==> src/rtl/gdbd_pkg.sv <==
// Shared widths, status codes, calendar tables and pipeline types of the date difference unit.
package gdbd_pkg;

	localparam int unsigned MAX_YEAR_DEF = 9999;

	localparam int DAY_W    = 5;
	localparam int MONTH_W  = 4;
	localparam int YEAR_W   = 14;
	localparam int COUNT_W  = 22;
	localparam int STATUS_W = 2;
	localparam int ORD_W    = 23;
	localparam int LDAYS_W  = 12;
	localparam int DBM_W    = 9;

	// floor(n / 100) = (n * RECIP_100) >> RECIP_SHIFT for any 14-bit n
	localparam int RECIP_SHIFT = 20;
	localparam int QUO_W       = 8;
	localparam int PROD_W      = RECIP_SHIFT + QUO_W;
	localparam logic [YEAR_W-1:0] RECIP_100 = YEAR_W'(10486);

	localparam logic [STATUS_W-1:0] STATUS_OK      = 2'd0;
	localparam logic [STATUS_W-1:0] STATUS_ORDER   = 2'd1;
	localparam logic [STATUS_W-1:0] STATUS_INVALID = 2'd2;

	localparam logic [MONTH_W-1:0] MONTH_JAN = 4'd1;
	localparam logic [MONTH_W-1:0] MONTH_FEB = 4'd2;
	localparam logic [MONTH_W-1:0] MONTH_DEC = 4'd12;

	typedef struct packed {
		logic [YEAR_W-1:0]  y;
		logic [MONTH_W-1:0] m;
		logic [DAY_W-1:0]   d;
		logic [QUO_W-1:0]   qy;    // y / 100
		logic [QUO_W-1:0]   qp;    // (y - 1) / 100
		logic               fmt_ok;
	} date_s1_t;

	typedef struct packed {
		logic [YEAR_W-1:0]  y;
		logic [DAY_W-1:0]   d;
		logic [LDAYS_W-1:0] ldays;
		logic [DBM_W-1:0]   dbm;
		logic               ok;
	} date_s2_t;

	function automatic logic [DAY_W-1:0] month_len(input logic [MONTH_W-1:0] m,
		input logic leap);
		logic [DAY_W-1:0] len;
		case (m)
			4'd1, 4'd3, 4'd5, 4'd7, 4'd8, 4'd10, 4'd12: len = 5'd31;
			4'd4, 4'd6, 4'd9, 4'd11:                    len = 5'd30;
			4'd2:                                       len = leap ? 5'd29 : 5'd28;
			default:                                    len = 5'd0;
		endcase
		return len;
	endfunction

	function automatic logic [DBM_W-1:0] days_before(input logic [MONTH_W-1:0] m);
		logic [DBM_W-1:0] n;
		case (m)
			4'd1:    n = 9'd0;
			4'd2:    n = 9'd31;
			4'd3:    n = 9'd59;
			4'd4:    n = 9'd90;
			4'd5:    n = 9'd120;
			4'd6:    n = 9'd151;
			4'd7:    n = 9'd181;
			4'd8:    n = 9'd212;
			4'd9:    n = 9'd243;
			4'd10:   n = 9'd273;
			4'd11:   n = 9'd304;
			4'd12:   n = 9'd334;
			default: n = 9'd0;
		endcase
		return n;
	endfunction

endpackage

==> src/rtl/gregorian_days_between_dates_unit.sv <==
// Date difference unit: days between two proleptic Gregorian dates, four-stage pipeline.
//
// Request channel: req_valid / req_stall with the start date (first_*) and the
// end date (last_*). A request is taken at a clock edge with req_valid high and
// req_stall low. Result channel: res_valid / res_stall with day_count and status
// (ok, end before start, invalid date); day_count is 0 unless status is ok and
// saturates at all ones if the span does not fit.
// Pipeline: four register stages, the first loaded on the accepting edge, and the
// result shows from the fourth. Throughput: one request per cycle while req_stall is low.
// The four register stages are: reciprocal multiply for the divisions by 100,
// leap year and range checks, day ordinal sum, subtract and compare.
// Reset clears the stage valid bits; the pipeline is empty and takes a request
// in the first cycle after reset.
// When the receiver stalls, the result stage holds; earlier stages keep moving
// into empty slots, and req_stall rises only once all four stages are full.
module gregorian_days_between_dates_unit #(
	parameter int unsigned MAX_YEAR = gdbd_pkg::MAX_YEAR_DEF
) (
	input  logic                          clk,
	input  logic                          arst_n,
	input  logic                          req_valid,
	output logic                          req_stall,
	input  logic [gdbd_pkg::DAY_W-1:0]    first_day,
	input  logic [gdbd_pkg::MONTH_W-1:0]  first_month,
	input  logic [gdbd_pkg::YEAR_W-1:0]   first_year,
	input  logic [gdbd_pkg::DAY_W-1:0]    last_day,
	input  logic [gdbd_pkg::MONTH_W-1:0]  last_month,
	input  logic [gdbd_pkg::YEAR_W-1:0]   last_year,
	output logic                          res_valid,
	input  logic                          res_stall,
	output logic [gdbd_pkg::COUNT_W-1:0]  day_count,
	output logic [gdbd_pkg::STATUS_W-1:0] status
);
	import gdbd_pkg::*;

	localparam logic [15:0] MAX_YEAR_L = 16'(MAX_YEAR);

	logic v_s1, v_s2, v_s3, v_s4;
	logic en1, en2, en3, en4;

	logic [YEAR_W-1:0]  y_in [2];
	logic [MONTH_W-1:0] m_in [2];
	logic [DAY_W-1:0]   d_in [2];

	date_s1_t date_c1 [2];
	date_s1_t date_s1 [2];
	date_s2_t date_c2 [2];
	date_s2_t date_s2 [2];
	logic [ORD_W-1:0] ord_c3 [2];
	logic [ORD_W-1:0] ord_s3 [2];
	logic ok_s3;

	logic [ORD_W-1:0]    diff_c4;
	logic [COUNT_W-1:0]  count_c4;
	logic [STATUS_W-1:0] status_c4;
	logic [COUNT_W-1:0]  count_s4;
	logic [STATUS_W-1:0] status_s4;

	assign en4 = !v_s4 || !res_stall;
	assign en3 = !v_s3 || en4;
	assign en2 = !v_s2 || en3;
	assign en1 = !v_s1 || en2;
	assign req_stall = !en1;

	assign y_in[0] = first_year;
	assign m_in[0] = first_month;
	assign d_in[0] = first_day;
	assign y_in[1] = last_year;
	assign m_in[1] = last_month;
	assign d_in[1] = last_day;

	// stage 1: divide year and year-1 by 100, check month and year range
	always_comb begin
		logic [PROD_W-1:0] py, pp;
		logic [YEAR_W-1:0] p;
		for (int i = 0; i < 2; i++) begin
			p = y_in[i] - YEAR_W'(1);
			py = PROD_W'(y_in[i]) * PROD_W'(RECIP_100);
			pp = PROD_W'(p) * PROD_W'(RECIP_100);
			date_c1[i].y = y_in[i];
			date_c1[i].m = m_in[i];
			date_c1[i].d = d_in[i];
			date_c1[i].qy = py[PROD_W-1 -: QUO_W];
			date_c1[i].qp = pp[PROD_W-1 -: QUO_W];
			date_c1[i].fmt_ok = (m_in[i] >= MONTH_JAN) && (m_in[i] <= MONTH_DEC) &&
				(16'(y_in[i]) <= MAX_YEAR_L);
		end
	end

	// stage 2: leap year, day range, leap days before the year, month offset
	always_comb begin
		logic century, leap;
		logic [YEAR_W-1:0] p;
		logic [LDAYS_W:0] ld;
		for (int i = 0; i < 2; i++) begin
			century = ((YEAR_W+1)'(date_s1[i].qy) * (YEAR_W+1)'(100)) ==
				(YEAR_W+1)'(date_s1[i].y);
			leap = (date_s1[i].y[1:0] == 2'd0) && (!century || date_s1[i].qy[1:0] == 2'd0);
			p = date_s1[i].y - YEAR_W'(1);
			ld = (LDAYS_W+1)'(p[YEAR_W-1:2]) - (LDAYS_W+1)'(date_s1[i].qp) +
				(LDAYS_W+1)'(date_s1[i].qp[QUO_W-1:2]) + (LDAYS_W+1)'(1);
			date_c2[i].y = date_s1[i].y;
			date_c2[i].d = date_s1[i].d;
			date_c2[i].ldays = (date_s1[i].y != '0) ? ld[LDAYS_W-1:0] : '0;
			date_c2[i].dbm = days_before(date_s1[i].m) +
				DBM_W'((date_s1[i].m > MONTH_FEB) && leap);
			date_c2[i].ok = date_s1[i].fmt_ok && (date_s1[i].d != '0) &&
				(date_s1[i].d <= month_len(date_s1[i].m, leap));
		end
	end

	// stage 3: day ordinal from 1 January of year 0
	always_comb begin
		for (int i = 0; i < 2; i++) begin
			ord_c3[i] = ORD_W'(date_s2[i].y) * ORD_W'(365) + ORD_W'(date_s2[i].ldays) +
				ORD_W'(date_s2[i].dbm) + ORD_W'(date_s2[i].d) - ORD_W'(1);
		end
	end

	// stage 4: validity and order check, difference, saturation
	always_comb begin
		diff_c4 = ord_s3[1] - ord_s3[0];
		if (!ok_s3) begin
			count_c4 = '0;
			status_c4 = STATUS_INVALID;
		end else if (ord_s3[1] < ord_s3[0]) begin
			count_c4 = '0;
			status_c4 = STATUS_ORDER;
		end else begin
			count_c4 = diff_c4[ORD_W-1:COUNT_W] != '0 ? '1 : diff_c4[COUNT_W-1:0];
			status_c4 = STATUS_OK;
		end
	end

	always_ff @(posedge clk or negedge arst_n) begin
		if (!arst_n) begin
			v_s1 <= 1'b0;
			v_s2 <= 1'b0;
			v_s3 <= 1'b0;
			v_s4 <= 1'b0;
		end else begin
			if (en1) v_s1 <= req_valid;
			if (en2) v_s2 <= v_s1;
			if (en3) v_s3 <= v_s2;
			if (en4) v_s4 <= v_s3;
		end
	end

	always_ff @(posedge clk) begin
		if (en1) date_s1 <= date_c1;
		if (en2) date_s2 <= date_c2;
		if (en3) begin
			ord_s3 <= ord_c3;
			ok_s3 <= date_s2[0].ok && date_s2[1].ok;
		end
		if (en4) begin
			count_s4 <= count_c4;
			status_s4 <= status_c4;
		end
	end

	assign res_valid = v_s4;
	assign day_count = count_s4;
	assign status = status_s4;

endmodule

==> config.mk <==
export PLATFORM = sky130hd
export DESIGN_NAME = gregorian_days_between_dates_unit
export DESIGN_NICKNAME = d
export VERILOG_FILES = /design/src/rtl/gdbd_pkg.sv /design/src/rtl/gregorian_days_between_dates_unit.sv
export SDC_FILE = /design/constraint.sdc
export NUM_CORES = 2
export LEC_CHECK = 0
export ABC_AREA = 1
export BUFFER_PORTS_ARGS = -buffer_cell sky130_fd_sc_hd__buf_4
export CAP_MARGIN = 25
export CORE_ASPECT_RATIO = 0.5
export CORE_MARGIN = 10
export CORE_UTILIZATION = 55
export DETAILED_ROUTE_END_ITERATION = 8
export PLACE_DENSITY = 0.71
export SLEW_MARGIN = 30
export SYNTH_ARGS = -nofsm -noshare
export SYNTH_HDL_FRONTEND = slang
export SYNTH_SLANG_ARGS = --single-unit
export TNS_END_PERCENT = 100
==> constraint.sdc <==
create_clock -name clk -period 7.8 [get_ports clk]
set_input_delay 1.56 -clock clk [delete_from_list [all_inputs] [get_ports clk]]
set_output_delay 1.56 -clock clk [all_outputs]
set_load 0.03 [all_outputs]
After elaboration in Yosys (flattened, before gate mapping)
Memories as Yosys holds them, arrays and structs flattened. A register that Yosys moved wholly into a read port is not among the register bits.
Index checks and enable logic that the tools add are counted.
{"block": "op_classes", "magnitude_cmp": 11, "n_eq_ne": 26, "n_bitwise": 1, "n_mux": 8, "n_mul": 8, "n_addsub": 21, "reduce_logical": 40}
{"operator": "$mul 14x13->27 const B", "n": 4}
{"operator": "$sub 14x1->14 const B", "n": 4}
{"operator": "$add 23x12->23", "n": 2}
{"operator": "$add 23x5->23", "n": 2}
{"operator": "$add 23x9->23", "n": 2}
{"operator": "$mul 14x9->23 const B", "n": 2}
{"operator": "$sub 23x1->23 const B", "n": 2}
{"operator": "$eq 4x4->1 const B", "n": 10}
{"operator": "$eq 4x3->1 const B", "n": 8}
{"operator": "$eq 15x14->1", "n": 2}
{"operator": "$pmux 5 s3", "n": 2}
{"operator": "$le 14x14->1 const B", "n": 2}
{"operator": "$reduce_bool 14->1", "n": 2}
{"operator": "$mul 8x5->13 const B", "n": 2}
{"operator": "$add 12x1->12 const B", "n": 2}
{"operator": "$add 12x6->12", "n": 2}
{"operator": "$sub 12x8->12", "n": 2}
{"operator": "$lt 23x23->1", "n": 1}
{"operator": "$sub 23x23->23", "n": 1}
{"operator": "$mux 22", "n": 1}
{"operator": "$add 9x1->9", "n": 2}
{"operator": "$eq 4x2->1 const B", "n": 4}
{"operator": "$reduce_or 7->1", "n": 2}
{"operator": "$logic_and 1x1->1", "n": 13}
{"operator": "other kinds (14)", "n": 39}
{"block": "word_totals", "in_bits": 50, "memories": 2, "mem_bits_ro": 288, "wordCells": 148, "ff_bits": 237}
{"memory": "(no name shown)", "depth": 16, "width": 9, "read_ports": 1, "rd_clocked_by_memory_dff": 1, "wr": 0, "line_no": "gdbd_pkg.sv:60", "source": "case (m)"}
{"memory": "(no name shown)", "depth": 16, "width": 9, "read_ports": 1, "rd_clocked_by_memory_dff": 1, "wr": 0, "line_no": "gdbd_pkg.sv:60"}

Depth between registers and ports, before layout
{"block": "logic_depth", "depth_word": 9, "mapped_depth": 35}

Worst setup path before layout
Ideal clock, no wire load.
{"block": "synth_timing", "path_kind": "input to register", "startpoint": "input port last_year[2] (netlist name)", "endpoint": "register date_s1[6] (netlist name) (data pin)", "n_path_buf": 0, "arrival_ns": 6.707, "path_stages": 27, "setup_ns": 0.252, "path_slack_ns": 0.840, "cell_sequence": "inv_1 ha_1 nand2_1 nand2_1 nand3_1 nand2_1 nand2_1 inv_2 nand2_1 a21boi_1 xor2_1 inv_1 fa_1 inv_1 ha_1 fa_1 inv_1 fa_1 fa_1 inv_1 ha_1 a21o_1 a21boi_0 nor2_1 nor3_1 a21o_1 nand2_1"}
{"item": "from (decl)", "line_no": "gregorian_days_between_dates_unit.sv:28", "source": "input logic [gdbd_pkg::YEAR_W-1:0] last_year,"}
{"item": "to (signal assigned)", "line_no": "gregorian_days_between_dates_unit.sv:150", "source": "if (en1) date_s1 <= date_c1;"}
{"item": "to (decl)", "line_no": "gregorian_days_between_dates_unit.sv:46", "source": "date_s1_t date_s1 [2];"}

==> flow_metrics.py <==
metrics = {
    "setup_path": {
        "critPathKind": "input pin to flip-flop",
        "critPathMostFrequentCell": "nand2_1",
        "cp_slowest_cell": "fa_1",
        "cp_max_fo": 7,
        "ff2ff_path_depth": 17,
        "required_ns": 8.16,
        "r2r_start": "date_s2[32]",
        "endpoint_kind": "flip-flop",
        "crit_family": "adder cells",
        "path_buf_inv": 5,
        "crit_arrival_ns": 7.16,
        "crit_path_start_kind": "input pin",
        "reg2reg_slack_ns": 2.91,
        "cp.depth": 26,
        "r2r_end": "ord_s3[16]",
        "cpPeakStageDelay_ns": 0.54,
    },
    "cts": {
        "cts_resized": 0,
        "cts_sinks": 255,
        "h-tree-depth": 1,
        "cts_made_buffers": 29,
        "cts.reportedPaths.clkPinSlew_ns": 0.07,
        "cts_buffer_depth": 3,
        "post_cts_buffers": 0,
        "root_buffer": "clkbuf_16",
        "cts_tree": "yes",
        "worstSkewPairLatency_ns": 0.61,
        "holdBufCountCts": 0,
    },
    "die": {
        "start_util_pct": 55.59,
        "fp-row-count": 68,
        "die_area_um2": 81430,
        "fp.dieH_um": 206.8,
        "io_pins": 76,
        "core_area_um2": 69090,
        "fp.dieW_um": 393.7,
    },
    "placed_design": {
        "portBuffers": 75,
        "place_hpwl_mm": 79.63,
        "gp_congestion": 0.9535,
    },
    "run_status": {
        "status": "finished, final reports clean",
    },
    "sta": {
        "rsz0062_at_grt": "no",
        "fin_crit_sh_pct": 87.21,
        "fin_skew_ns": 0.02064,
        "hold_violations": 0,
        "drv_slew": 0,
        "fmax_mhz": 147.0,
        "tns_ns": 0,
        "relSlewSlack_pct": 48.81,
        "tightest_slew_ns": 0.7679,
        "setup_viol": 0,
        "period_needed_ns": 6.803,
    },
    "routing": {
        "routed_wl_mm": 90.57,
        "drt_first_iter_violations": 1838,
        "dr_total_vias": 27725,
        "ant_nets": 0,
        "firstDrtPassIters": 6,
        "avgViaCountPerCell": 5.135,
        "wl_per_cell_um": 16.78,
        "remaining_drc_errors": 0,
    },
    "hold_path": {
        "min_path_type": "flip-flop to flip-flop",
        "worst_hold_startpoint": "v_s2",
        "hold_depth": 2,
        "holdPathEnd": "v_s3",
    },
    "logic_synthesis": {
        "syn_nets": 5527,
        "netlist.area_leader.share_pct": 23.85,
        "syn-cell-area_um2": 38400,
        "yosys_warnings": 0,
        "ys_ff_latch": 255,
        "synth.area.top_cells": "ha_1 (24%), fa_1 (23%), edfxtp_1 (18%)",
        "yosysSeqAreaShare_pct": 19.42,
        "synth_cell_types": 52,
        "synth_top_area_cell": "ha_1",
        "syn_inst": 4313,
        "syn_area_per_cell_um2": 8.904,
    },
    "cells_and_area": {
        "fill_cells": 6133,
        "area_delta_synth_final_pct": 7.390,
        "fin_nets": 5642,
        "final_cell_mix": "inv_1 (1056), ha_1 (732), nand2_1 (650)",
        "drive_above_1_share_pct": 4.382,
        "final_common_cell": "inv_1",
    },
    "grt": {
        "grt_antenna_before_repair": 4,
        "grt_usage_pct": 22.33,
        "grt_max_degree": 83,
        "grt_pass1_wl_mm": 148.1,
        "grt.overflow.total": 0,
        "grt_pass1_vias": 28775,
    },
    "job": {
        "cap_violations": 0,
    },
}
layout make-up:
cell class / instances / area, um^2 / area share [%]
Multi-Input combinational cell: 2983 / 26890 / 65.21
Tap cell: 945 / 1182 / 2.867
Antenna cell: 4 / 10.01 / 0.02427
Inverter: 1072 / 4030 / 9.772
Timing Repair Buffer: 87 / 656.9 / 1.593
Sequential cell: 255 / 7457 / 18.08
Clock buffer: 37 / 839.6 / 2.036
Clock inverter: 16 / 171.4 / 0.4157
cell usage after synthesis (all sizes together):
| master | count |
|---|---|
| nand3b | 7 |
| and2 | 6 |
| a21boi | 4 |
| nand4 | 55 |
| clkinv | 1 |
| a21oi | 190 |
| a2bb2oi | 2 |
| a31o | 1 |
| nor3 | 49 |
| or2 | 6 |
| a221o | 1 |
| nor4 | 8 |
| a31oi | 16 |
| o21a | 11 |
| o21ai | 130 |
| dfrtp | 4 |
| o211ai | 2 |
| nor2 | 266 |
| xor2 | 114 |
| a221oi | 1 |
| nor3b | 3 |
| buf | 3 |
| inv | 1071 |
| o21bai | 21 |
| o211a | 1 |
| fa | 432 |
| nand2 | 666 |
| and3 | 2 |
| o22ai | 2 |
| o31ai | 6 |
| a21o | 32 |
| ha | 732 |
| dfxtp | 18 |
| nand3 | 157 |
| edfxtp | 233 |
| xnor2 | 53 |
| a211oi | 7 |
how the worst max path moves through the flow:
stage / from / end / slack (ns)
floorplan: last_year[2] / date_s1[6] / 0.84
global placement: first_year[4] / date_s1[41] / 0.48
detailed placement: first_year[4] / date_s1[45] / 0.39
CTS: first_year[4] / date_s1[45] / 1.03
global route: first_year[4] / date_s1[45] / 0.50
finish: first_year[4] / date_s1[45] / 1.0
through the flow:
step | cell area, um^2 | util (%) | worst slack [ns] | hold slack, ns | std cells
2_1_floorplan | 38400 | - | 0.8405 | 0.4329 | 4313
3_3_place_gp | 40210 | 58.21 | 0.4793 | 0.4379 | 5342
3_5_place_dp | 40210 | 58.21 | 0.3898 | 0.4479 | 5342
4_1_cts | 41230 | 59.67 | 1.035 | 0.4652 | 5395
5_1_grt | 41240 | 59.69 | 0.5035 | 0.4834 | 5398
6_report | 41240 | 59.69 | 0.9975 | 0.4604 | 5399
registers in the layout (all words and copies together), names as in the netlist, named ones only:
register,count
ok_s3,1
ord_s3,46
date_s2,82
status,2
date_s1,42
v_s1,1
day_count,22
v_s2,1
v_s3,1
res_valid,1
date_c2,38
worst reg2reg max path, stage by stage, from the launching register on:
cell	delay (ns)
edfxtp_1	0.55
inv_1	0.14
ha_1	0.34
fa_1	0.49
inv_1	0.05
fa_1	0.52
inv_1	0.05
fa_1	0.47
inv_1	0.05
fa_1	0.43
ha_1	0.34
a21oi_1	0.23
o21ai_0	0.15
a21oi_1	0.26
o21ai_0	0.21
nand2_1	0.10
nand2_1	0.06
xor2_1	0.17
logic make-up after synthesis:
logic type	synth area share (%)
AO/OA/AOI/OAI	6.327
XOR/XNOR	3.828
adder cells (fa/ha/maj)	46.37
buffers and inverters	10.59
flip-flops	19.42
AND/OR/NAND/NOR	13.47
metal layers:
layer | wire (um) | vias up | GRT usage, %
met5 | 0 | - | 0
met1 | 42480 | 13144 | 30.54
met4 | 2074 | 0 | 5.277
met2 | 41460 | 593 | 37.95
li1 | - | 13873 | -
met3 | 4554 | 115 | 2.783
Power is left out: the tool's default activity adds up to more than one toggle a clock period on the data nets, which glitch-free logic cannot reach.
